## config.mk

```make
export PLATFORM = sky130hd
export DESIGN_NAME = stable_priority_queue_with_upgrade
export DESIGN_NICKNAME = d
export VERILOG_FILES = /design/src/hw/rtl/spq_pkg.sv /design/src/hw/rtl/spq_cell.sv /design/src/hw/rtl/stable_priority_queue_with_upgrade.sv
export SDC_FILE = /design/constraint.sdc
export NUM_CORES = 2
export LEC_CHECK = 0
export BUFFER_PORTS_ARGS = -buffer_cell sky130_fd_sc_hd__buf_2
export CORE_ASPECT_RATIO = 0.8
export CORE_MARGIN = 5
export CORE_UTILIZATION = 28
export CTS_CLUSTER_SIZE = 8
export DETAILED_ROUTE_END_ITERATION = 10
export PLACE_DENSITY = 0.45
export SLEW_MARGIN = 20
export SYNTH_ARGS = -nofsm -noshare
export SYNTH_HDL_FRONTEND = slang
export SYNTH_SLANG_ARGS = --single-unit
export TNS_END_PERCENT = 30
```

## constraint.sdc

```tcl
create_clock -name clock -period 5.8 [get_ports clock]
set_clock_uncertainty 0.05 [all_clocks]
set_input_delay 0.29 -clock clock [delete_from_list [all_inputs] [get_ports clock]]
set_output_delay 0.29 -clock clock [all_outputs]
set_load 0.01 [all_outputs]
```

## src/hw/rtl/spq_pkg.sv

```systemverilog
`timescale 1ns / 1ps
`default_nettype none

package spq_pkg;

   localparam logic [2:0] CMD_INSERT  = 3'd0;
   localparam logic [2:0] CMD_POP     = 3'd1;
   localparam logic [2:0] CMD_UPGRADE = 3'd2;
   localparam logic [2:0] CMD_CLEAR   = 3'd3;
   localparam logic [2:0] CMD_PEEK    = 3'd4;

   localparam logic [2:0] ST_OK        = 3'd0;
   localparam logic [2:0] ST_EMPTY     = 3'd1;
   localparam logic [2:0] ST_NOT_FOUND = 3'd2;
   localparam logic [2:0] ST_REFUSED   = 3'd3;
   localparam logic [2:0] ST_FULL      = 3'd4;

   typedef struct packed {
      logic [2:0]  command;
      logic [15:0] entry_tag;
      logic [15:0] entry_priority;
   } req_type;

   typedef struct packed {
      logic [2:0]  status;
      logic [15:0] popped_tag;
      logic [15:0] front_tag;
      logic [15:0] front_priority;
      logic        queue_empty;
      logic [4:0]  entry_count;
   } rsp_type;

   typedef enum logic [1:0] {
      CELL_HOLD,
      CELL_INSERT,
      CELL_POP,
      CELL_UPGRADE
   } cell_op_type;

   typedef struct packed {
      logic        scan;
      cell_op_type op;
   } cell_ctl_type;

endpackage

`default_nettype wire

```

## src/hw/rtl/spq_cell.sv

```systemverilog
`timescale 1ns / 1ps
`default_nettype none

module spq_cell import spq_pkg::*; #(
   parameter int TAG_WIDTH      = 16,
   parameter int PRIORITY_WIDTH = 16
) (
   input  logic                      clock,
   input  logic                      reset,
   input  cell_ctl_type              ctl,
   input  logic [TAG_WIDTH-1:0]      key_tag,
   input  logic [PRIORITY_WIDTH-1:0] key_prio,
   input  logic                      occupied,
   input  logic [TAG_WIDTH-1:0]      left_tag,
   input  logic [PRIORITY_WIDTH-1:0] left_prio,
   input  logic                      left_le,
   input  logic [TAG_WIDTH-1:0]      right_tag,
   input  logic [PRIORITY_WIDTH-1:0] right_prio,
   input  logic                      seen_in,
   output logic [TAG_WIDTH-1:0]      cur_tag,
   output logic [PRIORITY_WIDTH-1:0] cur_prio,
   output logic                      le,
   output logic                      seen_out,
   output logic                      hit,
   output logic [TAG_WIDTH-1:0]      next_tag,
   output logic [PRIORITY_WIDTH-1:0] next_prio
);

   logic [TAG_WIDTH-1:0]      tag_ff, tag_in;
   logic [PRIORITY_WIDTH-1:0] prio_ff, prio_in;
   logic                      hit_ff, hit_in;
   logic                      match;
   logic                      chain;

   assign match = occupied && (tag_ff == key_tag);
   assign le    = occupied && (prio_ff <= key_prio);

   // scan cycle: chain carries tag matches; apply cycle: the latched first hit
   assign chain    = ctl.scan ? match : hit_ff;
   assign seen_out = seen_in | chain;
   assign hit_in   = ctl.scan ? (match & ~seen_in) : hit_ff;

   always_comb begin
      tag_in  = tag_ff;
      prio_in = prio_ff;
      case (ctl.op)
         CELL_INSERT, CELL_UPGRADE: begin
            // upgrade leaves everything behind the old entry in place
            if (!(ctl.op == CELL_UPGRADE && seen_in) && !le) begin
               if (left_le) begin
                  tag_in  = key_tag;
                  prio_in = key_prio;
               end else begin
                  tag_in  = left_tag;
                  prio_in = left_prio;
               end
            end
         end
         CELL_POP: begin
            tag_in  = right_tag;
            prio_in = right_prio;
         end
         default: begin
         end
      endcase
   end

   always_ff @(posedge clock) begin
      tag_ff  <= tag_in;
      prio_ff <= prio_in;
      if (reset) begin
         hit_ff <= 1'b0;
      end else begin
         hit_ff <= hit_in;
      end
   end

   assign cur_tag   = tag_ff;
   assign cur_prio  = prio_ff;
   assign hit       = hit_ff;
   assign next_tag  = tag_in;
   assign next_prio = prio_in;

endmodule

`default_nettype wire

```

## src/hw/rtl/stable_priority_queue_with_upgrade.sv

```systemverilog
`timescale 1ns / 1ps
`default_nettype none

// channel   ports                        direction  timing
// request   start, busy, req_word        in         taken when start && !busy
// response  rsp_strobe, rsp_word         out        one cycle wide, no back-pressure
//
// Every command runs as a scan cycle (tag match ripples down the cell chain)
// and an apply cycle (all cells shift or hold in parallel). The next command
// may be taken in the apply cycle.
// rsp_strobe rises in the cycle after the apply cycle.
// Synchronous reset empties the queue; slot contents are not cleared.
// The receiver cannot stall; busy is high only in the scan cycle.

module stable_priority_queue_with_upgrade import spq_pkg::*; #(
   parameter int CAPACITY       = 16,
   parameter int TAG_WIDTH      = 16,
   parameter int PRIORITY_WIDTH = 16
) (
   input  logic    clock,
   input  logic    reset,
   input  logic    start,
   output logic    busy,
   input  req_type req_word,
   output logic    rsp_strobe,
   output rsp_type rsp_word
);

   localparam int CW = $clog2(CAPACITY + 1);

   typedef enum logic [1:0] {
      S_IDLE,
      S_SCAN,
      S_APPLY
   } state_type;

   state_type                 state_ff, state_in;
   logic [2:0]                cmd_ff, cmd_in;
   logic [TAG_WIDTH-1:0]      key_tag_ff, key_tag_in;
   logic [PRIORITY_WIDTH-1:0] key_prio_ff, key_prio_in;
   logic [CW-1:0]             count_ff, count_in;
   logic                      rsp_strobe_ff, rsp_strobe_in;
   rsp_type                   rsp_word_ff, rsp_word_in;

   cell_ctl_type              ctl;
   logic                      accept;
   logic                      full, empty, found;
   logic [PRIORITY_WIDTH-1:0] hit_prio;

   logic [TAG_WIDTH-1:0]      c_tag [CAPACITY];
   logic [PRIORITY_WIDTH-1:0] c_prio [CAPACITY];
   logic [TAG_WIDTH-1:0]      n_tag [CAPACITY];
   logic [PRIORITY_WIDTH-1:0] n_prio [CAPACITY];
   logic [CAPACITY-1:0]       occ, le, hit;
   logic [CAPACITY:0]         seen;

   logic [TAG_WIDTH+15:0]      req_tag_w, pop_tag_w, front_tag_w;
   logic [PRIORITY_WIDTH+15:0] req_prio_w, front_prio_w;
   logic [CW+4:0]              count_w;

   assign seen[0] = 1'b0;

   for (genvar i = 0; i < CAPACITY; i++) begin : g_cell
      logic [TAG_WIDTH-1:0]      l_tag, r_tag;
      logic [PRIORITY_WIDTH-1:0] l_prio, r_prio;
      logic                      l_le;

      assign occ[i] = count_ff > CW'(i);

      if (i == 0) begin : g_head
         assign l_tag  = '0;
         assign l_prio = '0;
         assign l_le   = 1'b1;
      end else begin : g_body
         assign l_tag  = c_tag[i-1];
         assign l_prio = c_prio[i-1];
         assign l_le   = le[i-1];
      end

      if (i == CAPACITY - 1) begin : g_tail
         assign r_tag  = '0;
         assign r_prio = '0;
      end else begin : g_next
         assign r_tag  = c_tag[i+1];
         assign r_prio = c_prio[i+1];
      end

      spq_cell #(
         .TAG_WIDTH      (TAG_WIDTH),
         .PRIORITY_WIDTH (PRIORITY_WIDTH)
      ) u_cell (
         .clock      (clock),
         .reset      (reset),
         .ctl        (ctl),
         .key_tag    (key_tag_ff),
         .key_prio   (key_prio_ff),
         .occupied   (occ[i]),
         .left_tag   (l_tag),
         .left_prio  (l_prio),
         .left_le    (l_le),
         .right_tag  (r_tag),
         .right_prio (r_prio),
         .seen_in    (seen[i]),
         .cur_tag    (c_tag[i]),
         .cur_prio   (c_prio[i]),
         .le         (le[i]),
         .seen_out   (seen[i+1]),
         .hit        (hit[i]),
         .next_tag   (n_tag[i]),
         .next_prio  (n_prio[i])
      );
   end

   // priority of the first tag match, cells hold a one-hot hit
   always_comb begin
      hit_prio = '0;
      for (int i = 0; i < CAPACITY; i++) begin
         hit_prio = hit_prio | ({PRIORITY_WIDTH{hit[i]}} & c_prio[i]);
      end
   end

   assign accept = start && !busy;
   assign full   = count_ff == CW'(CAPACITY);
   assign empty  = count_ff == '0;
   assign found  = |hit;

   always_comb begin
      ctl.scan = (state_ff == S_SCAN);
      ctl.op   = CELL_HOLD;
      if (state_ff == S_APPLY) begin
         case (cmd_ff)
            CMD_INSERT:  ctl.op = full  ? CELL_HOLD : CELL_INSERT;
            CMD_POP:     ctl.op = empty ? CELL_HOLD : CELL_POP;
            CMD_UPGRADE: ctl.op = (found && hit_prio > key_prio_ff) ? CELL_UPGRADE : CELL_HOLD;
            default:     ctl.op = CELL_HOLD;
         endcase
      end
   end

   always_comb begin
      req_tag_w   = {16'b0, req_word.entry_tag};
      req_prio_w  = {16'b0, req_word.entry_priority};
      state_in    = state_ff;
      cmd_in      = cmd_ff;
      key_tag_in  = key_tag_ff;
      key_prio_in = key_prio_ff;
      count_in    = count_ff;
      rsp_strobe_in = 1'b0;
      rsp_word_in   = rsp_word_ff;

      if (state_ff == S_APPLY) begin
         rsp_word_in.status = ST_OK;
         case (cmd_ff)
            CMD_INSERT: begin
               if (full) rsp_word_in.status = ST_FULL;
               else      count_in = count_ff + CW'(1);
            end
            CMD_POP: begin
               if (empty) rsp_word_in.status = ST_EMPTY;
               else       count_in = count_ff - CW'(1);
            end
            CMD_UPGRADE: begin
               if (!found)                      rsp_word_in.status = ST_NOT_FOUND;
               else if (hit_prio < key_prio_ff) rsp_word_in.status = ST_REFUSED;
            end
            CMD_CLEAR: count_in = '0;
            CMD_PEEK: begin
               if (empty) rsp_word_in.status = ST_EMPTY;
            end
            default: begin
            end
         endcase
         rsp_strobe_in = 1'b1;
         state_in      = S_IDLE;
      end else if (state_ff == S_SCAN) begin
         state_in = S_APPLY;
      end

      pop_tag_w    = {16'b0, ((ctl.op == CELL_POP) ? c_tag[0] : TAG_WIDTH'(0))};
      front_tag_w  = {16'b0, ((count_in != '0) ? n_tag[0] : TAG_WIDTH'(0))};
      front_prio_w = {16'b0, ((count_in != '0) ? n_prio[0] : PRIORITY_WIDTH'(0))};
      count_w      = {5'b0, count_in};
      if (state_ff == S_APPLY) begin
         rsp_word_in.popped_tag     = pop_tag_w[15:0];
         rsp_word_in.front_tag      = front_tag_w[15:0];
         rsp_word_in.front_priority = front_prio_w[15:0];
         rsp_word_in.queue_empty    = count_in == '0;
         rsp_word_in.entry_count    = count_w[4:0];
      end

      if (accept) begin
         cmd_in      = req_word.command;
         key_tag_in  = req_tag_w[TAG_WIDTH-1:0];
         key_prio_in = req_prio_w[PRIORITY_WIDTH-1:0];
         state_in    = S_SCAN;
      end
   end

   always_ff @(posedge clock) begin
      cmd_ff      <= cmd_in;
      key_tag_ff  <= key_tag_in;
      key_prio_ff <= key_prio_in;
      rsp_word_ff <= rsp_word_in;
      if (reset) begin
         state_ff      <= S_IDLE;
         count_ff      <= '0;
         rsp_strobe_ff <= 1'b0;
      end else begin
         state_ff      <= state_in;
         count_ff      <= count_in;
         rsp_strobe_ff <= rsp_strobe_in;
      end
   end

   assign busy       = (state_ff == S_SCAN);
   assign rsp_strobe = rsp_strobe_ff;
   assign rsp_word   = rsp_word_ff;

endmodule

`default_nettype wire

```

Word level (Yosys, flattened, before mapping)
Cells that the tools add are included.
Storage, ports and cells
  register bits after elaboration: 628
  input bits: 38
  output and inout bits: 59
  logic and storage cells: 460
Operators by class
  $add $sub $neg: 2
  $lt $le $gt $ge: 34
  equal/unequal tests: 41
  mux-type cells: 127
  bitwise gates (word level): 75
  reduce and logical (&&, ||, !) cells: 120
Operators with widths (number)
  $pmux W16 S2: 32
  $mux W16: 62
  $and A16 B16 Y16: 16
  $eq A16 B16 Y1: 16
  $le A16 B16 Y1: 16
  $or A16 B16 Y16: 15
  $logic_and A1 B1 Y1: 64
  $gt A5 B4 Y1 const B: 8
  $logic_not A1 Y1: 31
  $ne A2 B1 Y1 const B: 15
  $reduce_and A2 Y1: 15
  $mux W1: 21
  $gt A5 B3 Y1 const B: 4
  $gt A16 B16 Y1: 1
  $lt A16 B16 Y1: 1
  $reduce_or A16 Y1: 1
  $and A1 B1 Y1: 15
  $mux W5: 3
  $not A1 Y1: 15
  $pmux W5 S3: 1
  $or A1 B1 Y1: 14
  $gt A5 B1 Y1 const B: 2
  $gt A5 B2 Y1 const B: 2
  $logic_not A5 Y1: 2
  other kinds (18): 27

Depth between registers and ports, before layout
  depth in word-level cells: 27
  mapped depth: 15

By module
Synthesis repeated with hierarchy kept, for this count alone.
Unflattened totals
  cells, all modules: 5134
  area, all modules: 45289.7 um^2
By module, submodules not included
  spq_cell at g_cell[0].u_cell ...: instances 11, cells each 289, area each 2467.4 um^2
  spq_cell at g_cell[5].u_cell ...: instances 5, cells each 289, area each 2457.4 um^2
  stable_priority_queue_with_upgrade: instances 1, cells each 510, area each 5861.9 um^2

Worst setup path after synthesis
OpenSTA, ideal clock, no wires.
  kind: register to register
  start: reg g_cell[4].u_cell.hit_ff
  end: reg g_cell[11].u_cell.prio_ff[0] (enable)
  arrival time: 5.331 ns
  required time: 5.280 ns
  path slack: -0.050 ns
  cell stages (with the launch flop): 15
  cell sequence: dfxtp_1 buf_2 buf_1 a22o_1 a221oi_1 nand4_1 ha_1 a2111oi_0 o221a_2 o31ai_1 nor2b_1 nor2_1 clkbuf_1 a21oi_1 o31ai_1
On the way
  longest elaborated chain between the ends: 24
  elaborated cells between the ends (all ways): 37
RTL lines
  from (decl): RTL line spq_cell.sv:31  | logic hit_ff, hit_in;
  from (signal assigned): RTL line spq_cell.sv:74  | hit_ff <= hit_in;
  $and A16 B16 Y16: RTL line stable_priority_queue_with_upgrade.sv:118  | hit_prio = hit_prio | ({PRIORITY_WIDTH{hit[i]}} & c_prio[i]);
  $or A16 B16 Y16 (12 in a row): RTL line stable_priority_queue_with_upgrade.sv:118
  $gt A16 B16 Y1: RTL line stable_priority_queue_with_upgrade.sv:134  | CMD_UPGRADE: ctl.op = (found && hit_prio > key_prio_ff) ? CELL_UPGRADE : CELL_HOLD;
  $logic_and A1 B1 Y1: RTL line stable_priority_queue_with_upgrade.sv:134
  $mux W2: RTL line stable_priority_queue_with_upgrade.sv:134
  $pmux W2 S3: RTL line stable_priority_queue_with_upgrade.sv:131  | case (cmd_ff)
  $mux W2: RTL line stable_priority_queue_with_upgrade.sv:130  | if (state_ff == S_APPLY) begin
  $eq A2 B2 Y1: RTL line spq_cell.sv:46, spq_cell.sv:49
  $logic_and A1 B1 Y1: RTL line spq_cell.sv:49  | if (!(ctl.op == CELL_UPGRADE && seen_in) && !le) begin
  $logic_not A1 Y1: RTL line spq_cell.sv:49
  $logic_and A1 B1 Y1: RTL line spq_cell.sv:49
  $ne A2 B1 Y1 (no source line)
  $reduce_and A2 Y1 (no source line) *
  to (signal assigned): RTL line spq_cell.sv:70  | prio_ff <= prio_in;
  to (decl): RTL line spq_cell.sv:30  | logic [PRIORITY_WIDTH-1:0] prio_ff, prio_in;
Every way passes the cells marked *; elsewhere a longest branch is shown, timed or not.
A chain may end at the register's enable or synchronous reset.

Worst setup path in the final report
  start: reg g_cell[0].u_cell.hit_ff
  end: reg g_cell[10].u_cell.prio_ff[13] (enable)
On the way
  longest elaborated chain between the ends: 27
  elaborated cells between the ends (all ways): 42
RTL lines (RTL line)
  from (decl): spq_cell.sv:31
  from (signal assigned): spq_cell.sv:74
  $and A16 B16 Y16: stable_priority_queue_with_upgrade.sv:118
  $or A16 B16 Y16 (15 in a row): stable_priority_queue_with_upgrade.sv:118
  $gt A16 B16 Y1: stable_priority_queue_with_upgrade.sv:134
  $logic_and A1 B1 Y1: stable_priority_queue_with_upgrade.sv:134
  $mux W2: stable_priority_queue_with_upgrade.sv:134
  $pmux W2 S3: stable_priority_queue_with_upgrade.sv:131
  $mux W2: stable_priority_queue_with_upgrade.sv:130
  $eq A2 B2 Y1: spq_cell.sv:46, spq_cell.sv:49
  $logic_and A1 B1 Y1: spq_cell.sv:49
  $logic_not A1 Y1: spq_cell.sv:49
  $logic_and A1 B1 Y1: spq_cell.sv:49
  $ne A2 B1 Y1 (no source line)
  $reduce_and A2 Y1 (no source line) *
  to (signal assigned): spq_cell.sv:70
  to (decl): spq_cell.sv:30
Marked as above.

==> results.py <==
metrics = {
    "outcome": {
        "status": "complete, no violations",
    },
    "worst_setup_path": {
        "r2r-start": "g_cell[0].u_cell.hit$_SDFF_PP0_",
        "crit_chain": "a22o_1 > a221oi_1 > nand4_1 > ha_1 > and4_1 > nand2_1 > o31ai_1 > nor2b_1 > nor2_1 > buf_4 > o211ai_1 > nand2_2",
        "path_class": "reg -> reg",
        "cp_max_fo": 32,
        "cp_data_arrival_time_ns": 5.31,
        "rrSetupSlack_ns": 0.64,
        "setup.worst_path.start": "g_cell[0].u_cell.hit$_SDFF_PP0_",
        "ff2ff_path_depth": 12,
        "critPathMaxStageDelay_ns": 0.76,
        "required_ns": 5.95,
        "slowest_stage": "o31ai_1",
        "cp-end-kind": "flip-flop",
        "worstReg2RegEnd": "g_cell[10].u_cell.cur_prio[13]$_DFFE_PP_",
        "critical_path.startpoint_type": "flip-flop",
    },
    "drt": {
        "post_drt_wl_per_cell_um": 24.5,
        "via_per_inst": 5.32,
        "firstDrtPassIters": 6,
        "drtIter0Drc": 2981,
        "ant_nets": 0,
        "drc": 0,
        "route.final.wire_length_um": 146000,
        "vias": 31700,
    },
    "final_layout": {
        "syn_to_final_growth_pct": 13.9,
        "diodes": 0,
        "nNetsFinal": 4321,
        "drive_gt1_share_pct": 8.99,
        "fill_cells": 14900,
    },
    "timing": {
        "worst_pin_slew_ns": 1.24,
        "setup_viol_count_final": 0,
        "layout_setup_ws_ns": 0.643,
        "relSlewSlack_pct": 16.8,
        "fmax_mhz": 194,
        "rsz0062_at_grt": "no",
        "fin_crit_sh_pct": 88.9,
        "fin_tns_setup_ns": 0,
        "slew_violations": 0,
        "min_period_ns": 5.16,
        "final_hold_viol_count": 0,
        "hold_ws_ns": 0.249,
    },
    "die": {
        "num_rows": 125,
        "die_h_um": 352,
        "core_area_sq_um": 145000,
        "start_util_pct": 28.2,
        "io_pins": 97,
        "die_w_um": 437,
        "die_area_sq_um": 154000,
    },
    "placement": {
        "gp_congestion": 0.915,
        "portBuffers": 96,
        "preCtsSetupSlack_ns": 0.778,
        "dp_hpwl_um": 110000,
    },
    "power_and_ir_drop": {
        "leakage_uw": 0.0172,
        "ir_drop_uv": 198,
        "power_per_cell_area_nw_per_um2": 232,
    },
    "logic_synthesis": {
        "synthArstFlopShare_pct": 0,
        "ys_seq_area_share_pct": 44.8,
        "syn_nets": 4281,
        "yosys_register_bits": 628,
        "yosysUniqueCellTypes": 82,
        "synthCells": 3966,
        "synth_edf_count": 572,
        "syn-mean-instance-area_sq_um": 10.3,
        "ys.flop_type": "edfxtp_1",
        "yosys_warnings": 0,
        "syn_area_sq_um": 40900,
    },
    "clock_tree": {
        "cts_buffers": 88,
        "cts_root_buffer": "clkbuf_16",
        "cts_setup_buffers": 0,
        "clock-sinks": 628,
        "cts_tree": "built",
        "clock_latency_ns": 0.70,
        "clk_pin_slew_worst_paths_ns": 0.05,
        "htreeDepth": 3,
        "cts-resized-gates": 0,
        "cts_buffer_depth": 3,
    },
    "global_route": {
        "overflow": 0,
        "antenna_found_initial": 4,
        "track_usage_pct": 18.5,
        "grt_pass1_wl_um": 216000,
        "grt_max_degree": 169,
        "first_global_vias": 30900,
    },
    "min_path": {
        "hold_path.class": "in -> reg",
        "min_to": "key_tag_ff[10]$_DFFE_PP_",
        "holdCritStartpoint": "req_word[26]",
        "holdPathStages": 2,
    },
    "run": {
        "max_cap_viol_count": 0,
    },
}
cells by family after synthesis:
family          after synthesis  synth area share [%]
xor+xnor                    257                  5.51
mux                         464                  11.4
flops                       628                  44.8
buf+inv                     393                  4.33
fa+ha+maj                   277                  8.48
compound gates             1013                  15.1
simple gates                934                  10.4
worst max path at each step:
stage / end / slack [ns] / depth (start not counted)
2_1_floorplan: g_cell[12].u_cell.cur_prio[0]$_DFFE_PP_ / -0.05 / 14
3_3_place_gp: g_cell[10].u_cell.cur_prio[13]$_DFFE_PP_ / 0.89 / 12
3_5_place_dp: g_cell[6].u_cell.cur_prio[8]$_DFFE_PP_ / 0.78 / 12
4_1_cts: g_cell[10].u_cell.cur_prio[14]$_DFFE_PP_ / 0.75 / 11
5_1_grt: g_cell[5].u_cell.cur_prio[10]$_DFFE_PP_ / 0.49 / 12
6_report: g_cell[10].u_cell.cur_prio[13]$_DFFE_PP_ / 0.64 / 12
Yosys cell counts (9+ instances only):
cell type | instances | area, sq um
edfxtp_1 | 572 | 17200
nand2_1 | 517 | 1940
o21ai_0 | 502 | 2510
mux2i_1 | 464 | 4640
ha_1 | 277 | 3470
a21oi_1 | 146 | 731
xnor2_1 | 144 | 1260
clkbuf_1 | 129 | 484
buf_2 | 128 | 641
xor2_1 | 113 | 990
nor2_1 | 101 | 379
nand4_1 | 88 | 551
inv_1 | 86 | 323
a22o_1 | 64 | 561
a221oi_1 | 61 | 534
nor3_1 | 57 | 285
dfxtp_1 | 56 | 1120
nand3_1 | 46 | 230
nor4_1 | 43 | 269
a21o_1 | 40 | 300
a211oi_1 | 39 | 293
o22ai_1 | 35 | 219
nor2b_1 | 25 | 156
buf_1 | 23 | 86.3
o21a_1 | 22 | 165
buf_4 | 14 | 105
o211ai_1 | 13 | 97.6
a22oi_1 | 12 | 90.1
and4_1 | 12 | 105
buf_6 | 11 | 124
nand2b_1 | 10 | 62.6
o31ai_1 | 9 | 67.6
flip-flops by register name (all words and copies together) (netlist names):
signal	flops
rsp_word	57
count_ff	5
state_ff	2
cmd_ff	3
g_cell.u_cell.hit	16
rsp_strobe	1
key_tag_ff	16
g_cell.u_cell.cur_prio	256
key_prio_ff	16
g_cell.u_cell.cur_tag	256
metrics by stage:
stage | area, sq um | util (%) | std cells | power [uW]
after global placement | 43600 | 30.1 | 5782 | 5860
after floorplan | 40900 | - | 3966 | 5570
final | 46600 | 32.1 | 5964 | 10800
after global routing | 46600 | 32.1 | 5964 | 11200
after detailed placement | 43700 | 30.1 | 5783 | 5870
after CTS | 46600 | 32.1 | 5964 | 10900
worst max-delay path, delay by kind of cell, from the launching register on:
family,cells,cell delay [ns]
flops,1,0.66
fa+ha+maj,1,0.36
simple gates,6,1.79
buf+inv,1,0.20
compound gates,4,1.56
power by group:
part           switching, uW  total, uW  internal (uW)
sequential               110       5060           4950
clock                   2160       4980           2820
combinational            464        751            287
total                   2740      10800           8050
area by class of cell:
type | instances | area (sq um) | area share [%]
Multi-Input combinational cell | 2945 | 21100 | 45.3
Sequential cell | 628 | 18300 | 39.3
Tap cell | 1905 | 2380 | 5.12
Clock buffer | 135 | 2380 | 5.11
Timing Repair Buffer | 255 | 1940 | 4.16
Inverter | 88 | 330 | 0.709
Clock inverter | 8 | 131 | 0.282
layout by cell type (no fill, tap or decap), types with 5 or more instances in the layout:
cell / synthesis / final
nand2b_1: 10 / 10
mux2i_1: 464 / 464
nor4_1: 43 / 43
edfxtp_1: 572 / 572
clkbuf_1: 129 / 47
and3_1: 6 / 6
inv_1: 86 / 85
dfxtp_1: 56 / 56
o21a_1: 22 / 21
a22o_1: 64 / 64
a21oi_1: 146 / 144
nor2b_1: 25 / 25
a211oi_1: 39 / 39
o21ai_4: 0 / 10
ha_1: 277 / 277
nand3_1: 46 / 46
a22oi_1: 12 / 12
buf_2: 128 / 96
o21ai_1: 8 / 7
nor2_1: 101 / 101
o22ai_1: 35 / 34
xnor2_1: 144 / 144
o31ai_1: 9 / 5
nor3_1: 57 / 56
and4_1: 12 / 12
nand4_1: 88 / 88
o211ai_1: 13 / 13
a221oi_1: 61 / 61
nand2_1: 517 / 514
a2111oi_0: 5 / 5
buf_4: 14 / 108
clkbuf_16: 0 / 88
o21ai_0: 502 / 493
dlygate4sd3_1: 0 / 38
a21o_1: 40 / 40
buf_12: 0 / 12
xor2_1: 113 / 113
routing by layer:
metal	vias to the layer above	global-route usage (%)	wire (um)
met5	-	0	11
met4	2	5.25	4620
met3	189	2.49	6710
met2	897	27.2	61100
met1	15700	28.2	73900
li1	14900	-	-
what timing repair did:
item | 4_1_cts | 5_1_grt
endpoints found under the hold margin | 49 | 0
endpoints found under the setup margin | 0 | 0
hold buffers | 38 | 0
No activity file was read; power rests on OpenSTA's default activity.
